[config.mk]
export PLATFORM = sky130hd
export DESIGN_NAME = skltp_hash
export DESIGN_NICKNAME = d
export VERILOG_FILES = /design/src/skltp_pkg.sv /design/src/skltp_hash.sv
export SDC_FILE = /design/constraint.sdc
export NUM_CORES = 1
export LEC_CHECK = 0
export ABC_AREA = 0
export BUFFER_PORTS_ARGS = -buffer_cell sky130_fd_sc_hd__clkbuf_2
export CAP_MARGIN = 20
export CORE_MARGIN = 2
export CORE_UTILIZATION = 61
export DETAILED_ROUTE_END_ITERATION = 8
export GPL_TIMING_DRIVEN = 0
export PLACE_DENSITY = 0.8
export RECOVER_POWER = 25
export SLEW_MARGIN = 20
export SYNTH_ARGS = -nofsm -noshare
export SYNTH_HDL_FRONTEND = slang
export SYNTH_SLANG_ARGS = --single-unit
[constraint.sdc]
create_clock -name clk -period 9.28 [get_ports clk]
set_clock_uncertainty 0.1 [all_clocks]
set_input_delay 1.856 -clock clk [delete_from_list [all_inputs] [get_ports clk]]
set_output_delay 1.856 -clock clk [all_outputs]
set_load 0.05 [all_outputs]
[src/skltp_pkg.sv]
// ----------------------------------------------------------------------------
// skltp_pkg
// shared types and constants for the string key linear probe table
// ----------------------------------------------------------------------------
`default_nettype none

package skltp_pkg;

  localparam int HASH_W = 32;
  localparam logic [HASH_W-1:0] FNV_PRIME = 32'd16777619;

  localparam int TDATA_IN_W  = 40;
  localparam int TDATA_OUT_W = 40;
  localparam int HANDLE_W    = 32;
  localparam int SLOT_OUT_W  = 6;

  typedef enum logic [1:0] {
    KIND_EMPTY = 2'd0,
    KIND_VALUE = 2'd1,
    KIND_TOMB  = 2'd2
  } kind_t;

  typedef enum logic [2:0] {
    ST_INSERTED = 3'd0,
    ST_FULL     = 3'd1,
    ST_TOO_LONG = 3'd2,
    ST_FOUND    = 3'd3,
    ST_MISSING  = 3'd4
  } status_t;

  typedef enum logic [3:0] {
    S_CLEAR,
    S_IDLE,
    S_EVAL,
    S_MOD,
    S_SLOT_RD,
    S_SLOT_CHK,
    S_COPY_RD,
    S_COPY_WR,
    S_CMP_RD,
    S_CMP_CHK,
    S_DONE
  } state_t;

endpackage

`default_nettype wire

[src/skltp_hash.sv]
// ----------------------------------------------------------------------------
// skltp_hash
// running fnv-1a style hash, key byte count and overlong flag
// ----------------------------------------------------------------------------
`default_nettype none

module skltp_hash #(
  parameter int MAX_KEY_BYTES = 32,
  parameter int CW            = $clog2(MAX_KEY_BYTES + 1)
) (
  input  wire logic          clk,
  input  wire logic          rst_n,
  input  wire logic          step,
  input  wire logic [7:0]    key_byte,
  input  wire logic          clear,
  output logic [31:0]        hash,
  output logic [CW-1:0]      key_count,
  output logic               too_long
);
  import skltp_pkg::*;

  logic [HASH_W-1:0] hash_r, hash_nxt, mix;
  logic [CW-1:0]     count_r, count_nxt;
  logic              too_long_r, too_long_nxt;
  logic              room;

  assign mix  = hash_r ^ {{(HASH_W-8){key_byte[7]}}, key_byte};
  assign room = count_r < CW'(MAX_KEY_BYTES);

  always_comb begin
    hash_nxt     = hash_r;
    count_nxt    = count_r;
    too_long_nxt = too_long_r;
    if (clear) begin
      hash_nxt     = '0;
      count_nxt    = '0;
      too_long_nxt = 1'b0;
    end else if (step) begin
      hash_nxt = mix * FNV_PRIME;
      if (room) begin
        count_nxt = count_r + 1'b1;
      end else begin
        too_long_nxt = 1'b1;
      end
    end
  end

  always_ff @(posedge clk) begin
    if (!rst_n) begin
      hash_r     <= '0;
      count_r    <= '0;
      too_long_r <= 1'b0;
    end else begin
      hash_r     <= hash_nxt;
      count_r    <= count_nxt;
      too_long_r <= too_long_nxt;
    end
  end

  assign hash      = hash_r;
  assign key_count = count_r;
  assign too_long  = too_long_r;

endmodule

`default_nettype wire

==> impl_metrics.ini <==
[run_status]
outcome = complete, no violations

[setup_path]
rrSetupSlack_ns = 3.19
startpoint_type = input port
arrival_ns = 8.68
rr_startpoint = hash[4]
crit_fanout = 10
r2r-end = hash[30]
critical_path_required_ns = 9.39
endpoint = hash[30]
cp-startpoint = key_byte[7]
worst-r2r-cell-count = 19
end_kind = flip-flop
critical_path_class = in -> reg

[cells_and_area]
syn2layout_area_growth_pct = 7.814
fillers = 977
drive_above_1_share_pct = 5.930
most-common-layout-cells = inv_1 (183), ha_1 (173), fa_1 (74)
nets = 1118
final_common_cell = inv_1
antenna_cells = 0
final_cells = 1007

[floorplanning]
initial_core_util_pct = 61.96
pin_count = 51
rows = 40
die_area_sq_um = 12940
core_region_area_sq_um = 11860
fp.dieH_um = 113.8
chipWidth_um = 113.8

[timing]
setup_violations = 0
hold_viol_final = 0
worst_slack_ns = 0.7062
finalCriticalPeriod_ns = 8.574
rsz0062_at_grt = false
slew_headroom_pct = 43.76
setup_tns_ns = 0
fmax_mhz = 116.6
finalMaxSlewViolations = 0
worst_slew_pin_slew_ns = 0.8408
fin_crit_sh_pct = 92.39

[yosys]
ys_ff_latch = 39
synth_simple_gate_area_share_pct = 7.116
yosys_warnings = 0
ys_types = 42
syn-cell-area_sq_um = 7350
syn_inst = 804
syn_nets = 1063
synth_top_family_by_area = adder cells
synth_adder_area_share_pct = 49.61
synthArstFlopShare_pct = 0
synthXorXnorAreaFrac_pct = 11.68
ys_seq_area_share_pct = 10.62
synth_top_flop_cell = dfxtp_1
avgSynthCellArea_sq_um = 9.141
synth_compound_area_share_pct = 7.814
synthMuxAreaShare_pct = 2.860
synth-edff-count = 0

[clock_tree]
clkSlewWorstSetupHoldPaths_ns = 0.06
htreeDepth = 2
cts_buffers = 5
cts.sinks = 39
worst_skew_pair.late_latency_ns = 0.28
cts_tree = done
ctsHoldBuffers = 0
root_buffer = clkbuf_16
clockBufferDepth = 2
ctsResizeCount = 0
post_cts_buffers = 0

[grt]
grt_overflow = 0
grt_pass1_wl_mm = 27.00
grt_pass1_vias = 5638
grt_max_degree = 14
track_usage_pct = 26.39
antenna_found_initial = 0

[placed_design]
place.gp.congestion = 0.8702
hpwl_mm = 14.02
numPortBuffers = 48
place_ws_ns = 0.5358
dp_cells = 999

[routing]
dr.pass1.iters = 5
drt_iter0_markers = 256
drc = 0
routedWlPerCell_um = 15.99
postRouteWirelength_mm = 16.10
vias = 5430
detail-route-antenna-nets = 0
vias_per_cell = 5.392

[flow_run]
cap_violations = 0

[hold_path]
hp-class = reg -> reg
[per-layer routing]
layer	part of all wire (%)	routed length, um	vias to the layer above	GRT usage [%]
met5	0	0	-	0
met4	2.1	343	0	7.073
met3	3.4	547	27	2.604
met2	50	7981	112	47.03
met1	45	7228	2611	34.39
li1	-	-	2680	-
[worst min-delay path by stage]
stage               startpoint  endpoint  slack, ns  depth (start not counted)
finish                too_long  too_long       0.37                          2
global route          too_long  too_long       0.42                          2
CTS                   too_long  too_long       0.37                          2
detailed placement    too_long  too_long       0.36                          2
global placement      too_long  too_long       0.36                          2
floorplan             hash[31]  hash[31]       0.59                          2
[state kept, by name, summed over array words and instances (netlist names)]
signal	cells
key_count	6
hash	32
too_long	1
[layout make-up]
type                            instances  area [sq um]  share of cell area (%)
Inverter                              183         686.9                   8.669
Buffer                                 18         70.07                  0.8843
Clock inverter                          3         43.79                  0.5527
Tap cell                              147         183.9                   2.321
Clock buffer                            5         125.1                   1.579
Multi-Input combinational cell        564          5812                   73.35
Sequential cell                        39         780.7                   9.853
Timing Repair Buffer                   48         221.5                   2.795
[Yosys cell counts (all sizes together), types with 3 or more instances]
library cell / number / area [sq um]
dfxtp: 39 / 780.8
xor2: 59 / 516.8
o21bai: 4 / 30.03
and2: 11 / 68.82
ha: 173 / 2165
a31oi: 5 / 31.28
xnor2: 39 / 341.6
a21o: 5 / 37.54
a211oi: 7 / 57.55
a21oi: 22 / 113.9
nor2: 45 / 168.9
o41ai: 3 / 41.29
o21ai: 21 / 105.1
o211ai: 4 / 30.03
nor3: 6 / 30.03
nand4: 6 / 37.54
nand2b: 5 / 31.28
o22ai: 3 / 18.77
nand2: 28 / 105.1
nor2b: 6 / 37.54
clkbuf: 16 / 60.06
inv: 183 / 686.9
fa: 74 / 1481
mux2i: 21 / 210.2
[cell families (layout without fill, tap and decap cells)]
family | count (synthesis) | after routing
DFF | 39 | 39
muxes | 21 | 21
adders and majority gates | 247 | 247
buffers and inverters | 201 | 257
AOI/OAI and AO/OA | 84 | 84
and+or+nand+nor | 114 | 114
xor gates and xnor gates | 98 | 98
[through the flow]
stage	utilization [%]	hold WS (ns)	area [sq um]
after detailed placement	65.54	0.3587	7774
after CTS	66.96	0.3748	7943
after floorplan	-	0.5900	7350
after global placement	65.54	0.3586	7774
after global routing	66.80	0.4231	7924
final	66.80	0.3748	7924
[critical path, stage by stage]
cell and delay, ns:
clkbuf_1 0.61, clkbuf_1 0.65, xor2_1 0.70, ha_1 0.36, ha_1 0.31, fa_1 0.49
ha_1 0.22, fa_1 0.49, ha_1 0.29, inv_1 0.05, fa_1 0.54, inv_1 0.06
ha_1 0.37, and2_1 0.20, nor3_1 0.13, o21ai_0 0.13, a221o_1 0.34, o41ai_2 0.40
o21ai_0 0.20, xnor2_1 0.15, o21ai_0 0.14
Power is left out: the tool's default activity adds up to more than one toggle a clock period on the data nets, which glitch-free logic cannot reach.
