File: config.mk
export PLATFORM = sky130hd
export DESIGN_NAME = skltp_mod
export DESIGN_NICKNAME = d
export VERILOG_FILES = /design/src/skltp_pkg.sv /design/src/skltp_mod.sv
export SDC_FILE = /design/constraint.sdc
export NUM_CORES = 1
export LEC_CHECK = 0
export ABC_AREA = 1
export ABC_CLOCK_PERIOD_IN_PS = 1100
export BUFFER_PORTS_ARGS = -buffer_cell sky130_fd_sc_hd__buf_2
export CELL_PAD_IN_SITES_DETAIL_PLACEMENT = 0
export CELL_PAD_IN_SITES_GLOBAL_PLACEMENT = 2
export CORE_MARGIN = 2
export CORE_UTILIZATION = 19
export CTS_CLUSTER_SIZE = 16
export DETAILED_ROUTE_END_ITERATION = 8
export PLACE_DENSITY_LB_ADDON = 0.1
export SYNTH_ARGS = -nofsm -noshare
export SYNTH_HDL_FRONTEND = slang
export SYNTH_SLANG_ARGS = --single-unit
export TNS_END_PERCENT = 1
File: constraint.sdc
create_clock -name clk -period 1.1 [get_ports clk]
set_input_delay 0.165 -clock clk [delete_from_list [all_inputs] [get_ports clk]]
set_output_delay 0.165 -clock clk [all_outputs]
set_load 0.1 [all_outputs]
File: src/skltp_pkg.sv
// ----------------------------------------------------------------------------
// skltp_pkg
// shared types and constants for the string key linear probe table
// ----------------------------------------------------------------------------
`default_nettype none

package skltp_pkg;

  localparam int HASH_W = 32;
  localparam logic [HASH_W-1:0] FNV_PRIME = 32'd16777619;

  localparam int TDATA_IN_W  = 40;
  localparam int TDATA_OUT_W = 40;
  localparam int HANDLE_W    = 32;
  localparam int SLOT_OUT_W  = 6;

  typedef enum logic [1:0] {
    KIND_EMPTY = 2'd0,
    KIND_VALUE = 2'd1,
    KIND_TOMB  = 2'd2
  } kind_t;

  typedef enum logic [2:0] {
    ST_INSERTED = 3'd0,
    ST_FULL     = 3'd1,
    ST_TOO_LONG = 3'd2,
    ST_FOUND    = 3'd3,
    ST_MISSING  = 3'd4
  } status_t;

  typedef enum logic [3:0] {
    S_CLEAR,
    S_IDLE,
    S_EVAL,
    S_MOD,
    S_SLOT_RD,
    S_SLOT_CHK,
    S_COPY_RD,
    S_COPY_WR,
    S_CMP_RD,
    S_CMP_CHK,
    S_DONE
  } state_t;

endpackage

`default_nettype wire

File: src/skltp_mod.sv
// ----------------------------------------------------------------------------
// skltp_mod
// remainder of the hash by the slot count through a reciprocal multiply
// ----------------------------------------------------------------------------
`default_nettype none

module skltp_mod #(
  parameter int TABLE_SLOTS = 64,
  parameter int SW          = $clog2(TABLE_SLOTS)
) (
  input  wire logic          clk,
  input  wire logic          rst_n,
  input  wire logic          start,
  input  wire logic [31:0]   value,
  output logic               done,
  output logic [SW-1:0]      rem
);
  import skltp_pkg::*;

  localparam int PW = 2 * HASH_W + 1;
  // ceil(2^(HASH_W+SW) / TABLE_SLOTS), fits in HASH_W+1 bits
  localparam logic [63:0] RECIP_WIDE =
    ((64'd1 << (HASH_W + SW)) + 64'(TABLE_SLOTS) - 64'd1) / 64'(TABLE_SLOTS);
  localparam logic [HASH_W:0] RECIP    = RECIP_WIDE[HASH_W:0];
  localparam logic [SW-1:0]   SLOTS_LO = SW'(TABLE_SLOTS);

  logic [HASH_W-1:0] val_r, val_nxt;
  logic [SW-1:0]     quo_r, quo_nxt;
  logic [SW-1:0]     rem_r, rem_nxt;
  logic              mul_r, mul_nxt;
  logic              fix_r, fix_nxt;
  logic              done_r, done_nxt;
  logic [PW-1:0]     prod;

  assign prod = PW'(val_r) * PW'(RECIP);

  always_comb begin
    val_nxt  = val_r;
    quo_nxt  = quo_r;
    rem_nxt  = rem_r;
    mul_nxt  = 1'b0;
    fix_nxt  = 1'b0;
    done_nxt = 1'b0;
    if (start) begin
      val_nxt = value;
      mul_nxt = 1'b1;
    end
    // low bits of the quotient are all the remainder needs
    if (mul_r) begin
      quo_nxt = SW'(prod >> (HASH_W + SW));
      fix_nxt = 1'b1;
    end
    if (fix_r) begin
      rem_nxt  = val_r[SW-1:0] - quo_r * SLOTS_LO;
      done_nxt = 1'b1;
    end
  end

  always_ff @(posedge clk) begin
    if (!rst_n) begin
      mul_r  <= 1'b0;
      fix_r  <= 1'b0;
      done_r <= 1'b0;
    end else begin
      mul_r  <= mul_nxt;
      fix_r  <= fix_nxt;
      done_r <= done_nxt;
    end
  end

  always_ff @(posedge clk) begin
    val_r <= val_nxt;
    quo_r <= quo_nxt;
    rem_r <= rem_nxt;
  end

  assign done = done_r;
  assign rem  = rem_r;

endmodule

`default_nettype wire

==> metrics.md <==
| Metric | Value |
|---|---|
| HP Class | primary input to flop |
| Gr usage total | approximately 5.6% |
| Vias in the first global route | ~230 |
| Sequential-to-total area share from yosys stat | between 90% and 100% |
| Worst slew pin tran | 0.2886 ns |
| Synth area leader | edfxtp_1 |
| Vias per inst | between 3 and 4 |
| Final hold vios | 0 |
| Bufs and invs on worst path | 1 |
| Die width | 52.28 um |
| PortBufs | 15 |
| CTS tree | done |
| Core area | around 2200 sq um |
| Largest net degree at the start of global routing | 9 |
| Synth warnings | 0 |
| Post-synth top area share | around four fifths |
| DRC viols | 0 |
| Switching share of power | between 20 and 25% |
| Crit path max fanout | 1 |
| Mean area per synthesized cell | 21.09 sq um |
| Area Growth Syn to Fin | 54.52% |
| Total CTS buffers | 3 |
| Drt total wl | roughly 690 um |
| HP Start | value[3] |
| Leading cell type in the layout, fill and taps excluded | edfxtp_1 |
| Critical path's largest stage delay | 0.43 ns |
| Worst reg2reg path depth | 0 |
| Reg clk slew, reported paths | 0.08 ns |
| First-pass GRT wire length | 979 um |
| Post-DRT Antenna Nets | 0 |
| Syn Inst Count | 21 |
| Worst r2r dst | rem[1]$_DFFE_PP_ |
| Finished layout cell area | just under 700 sq um |
| Full die area | 2733 sq um |
| Drt wl/cell | roughly 10 um |
| Seq pwr share | 62.1% |
| DR iter-0 viols | 5 |
| Fillers | between 200 and 250 |
| Antenna violations before repair | 0 |
| Final TNS setup | 0 ns |
| H-tree Lvls | 1 |
| CP Class | flop to output pin |
| Hold path cells | 1 |
| Ratio of cells with drive above 1 in the final layout | between 40% and 50% |
| Synthesized area | ~440 sq um |
| Setup crit end kind | output pin |
| Period minus WS final | 1.056 ns |
| Hold Buf Count CTS | 0 |
| CP Data Required Time | around 0.94 ns |
| Leakage power | 0.2804 nW |
| Max-cap violation count | 0 |
| Final slew viol count | 0 |
| Ant diodes | 0 |
| Final nets | 76 |
| Reg2reg start | fix_r$_SDFF_PN0_ |
| Area after DPL | 658.1 sq um |
| Arr. time, crit path | 0.89 ns |
| Crit-path slowest cell | edfxtp_1 |
| Initial core utilization | about a fifth |
| Placer Congestion | 0.6638 |
| Syn_nets | 56 |
| Synth cell types | 4 |
| RSZ-0062 raised after global routing | true |
| IO Pins | between 40 and 50 |
| Max clock buf depth | 2 |
| Cell row count | 17 |
| Via count | ~230 |
| GRT overflow | 0 |
| Power Density | about 1600 nW/um^2 |
| Reg2Reg Setup Slack | slightly below 0.3 ns |
| Setup Skew | approximately 0.0044 ns |
| Post-CTS Resized | 0 |
| Final setup viols | 0 |
| Die H | 52.28 um |
| CTS sink cnt | 15 |
| CP startpoint kind | flop |
| VDD IR max | ~0.46 mV |
| Final period utilization | between 90% and 100% |
| Post-CTS Setup Bufs | 0 |
| Clk pwr share | between 20% and 30% |
| Worst Hold Path EP | val_r[3]$_DFFE_PP_ |
| P_int | ~0.83 mW |
| Top delay family on crit path | flip-flops |
| Total Power | 1.063 mW |
| Most frequent cells in the layout | edfxtp_1, buf_2, buf_12 |
| Synth area leaders | edfxtp_1, dfxtp_1, inv_1 |
| Synthesis-stage register bit count | 15 |
| Fmax | 946.9 MHz |
| Util after Layout | between 30% and 40% |
| Root Buffer | clkbuf_4 |
| Crit-path cells | buf_12 |
| Status | finished, final reports clean |
| Logic gate share of total power | roughly a tenth |
| Max-slew headroom | about 81% |
| Drt pass-1 iters | 4 |
| Worst-Skew Late Latency | 0.27 ns |
| Sw Pwr | about 0.24 mW |
## registers in the layout, indices dropped and copies added, names as in the netlist
| register | cells |
|---|---|
| val_r | 6 |
| fix_r | 1 |
| done | 1 |
| mul_r | 1 |
| rem | 6 |
## stage by stage
| stage | setup WS (ns) | std cells | hold slack, ns |
|---|---|---|---|
| finish | 0.04390 | 68 | 0.06444 |
| global route | -0.004169 | 68 | 0.03341 |
| CTS | 0.01837 | 68 | 0.05237 |
| detailed placement | 0.2911 | 64 | 0.3434 |
| global placement | 0.3114 | 64 | 0.3442 |
| floorplan | 0.02602 | 21 | 0.2585 |
## worst max-delay path by stage
stage,from,endpoint,cells after the start
2_1_floorplan,done$_SDFF_PN0_,done,0
3_3_place_gp,fix_r$_SDFF_PN0_,rem[3]$_DFFE_PP_,0
3_5_place_dp,fix_r$_SDFF_PN0_,rem[5]$_DFFE_PP_,0
4_1_cts,rem[1]$_DFFE_PP_,rem[1],1
5_1_grt,rem[1]$_DFFE_PP_,rem[1],1
6_report,rem[1]$_DFFE_PP_,rem[1],1
## layer usage
metal	GRT usage [%]	up-vias	part of all wire [%]	wire, um
met4	6.410	0	0	0
met5	0	-	0	0
met2	9.167	9	62	423
li1	-	111	-	-
met3	2.857	0	7.4	51
met1	4.348	108	31	211
## Yosys cell counts, drive strengths merged
cell type / number
inv: 3
edfxtp: 12
dfxtp: 3
nand2: 3
## area by class of cell
| cell class | count | area, sq um | area share [%] |
|---|---|---|---|
| flip-flops and latches | 15 | 420.4 | 61.43 |
| repair buffers | 15 | 180.2 | 26.33 |
| well taps | 28 | 35.03 | 5.119 |
| clock buffers | 4 | 26.28 | 3.839 |
| multi-input cells | 3 | 11.26 | 1.645 |
| inverters | 3 | 11.26 | 1.645 |
## power by group through the flow
stage               sequential [mW]  combinational (mW)  clock [mW]
CTS                           0.661               0.109       0.314
finish                        0.660               0.108       0.295
floorplan                     0.722             0.00282           0
global route                  0.663               0.111       0.352
detailed placement            0.674               0.108           0
global placement              0.672               0.107           0
## kinds of logic (layout without fill, tap and decap cells)
family / after synthesis / in the layout / share of synthesized area [%]
simple gates: 3 / 3 / 2.542
buf+inv: 3 / 22 / 2.542
flops: 15 / 15 / 94.92
Power figures use the tool's default switching activity.
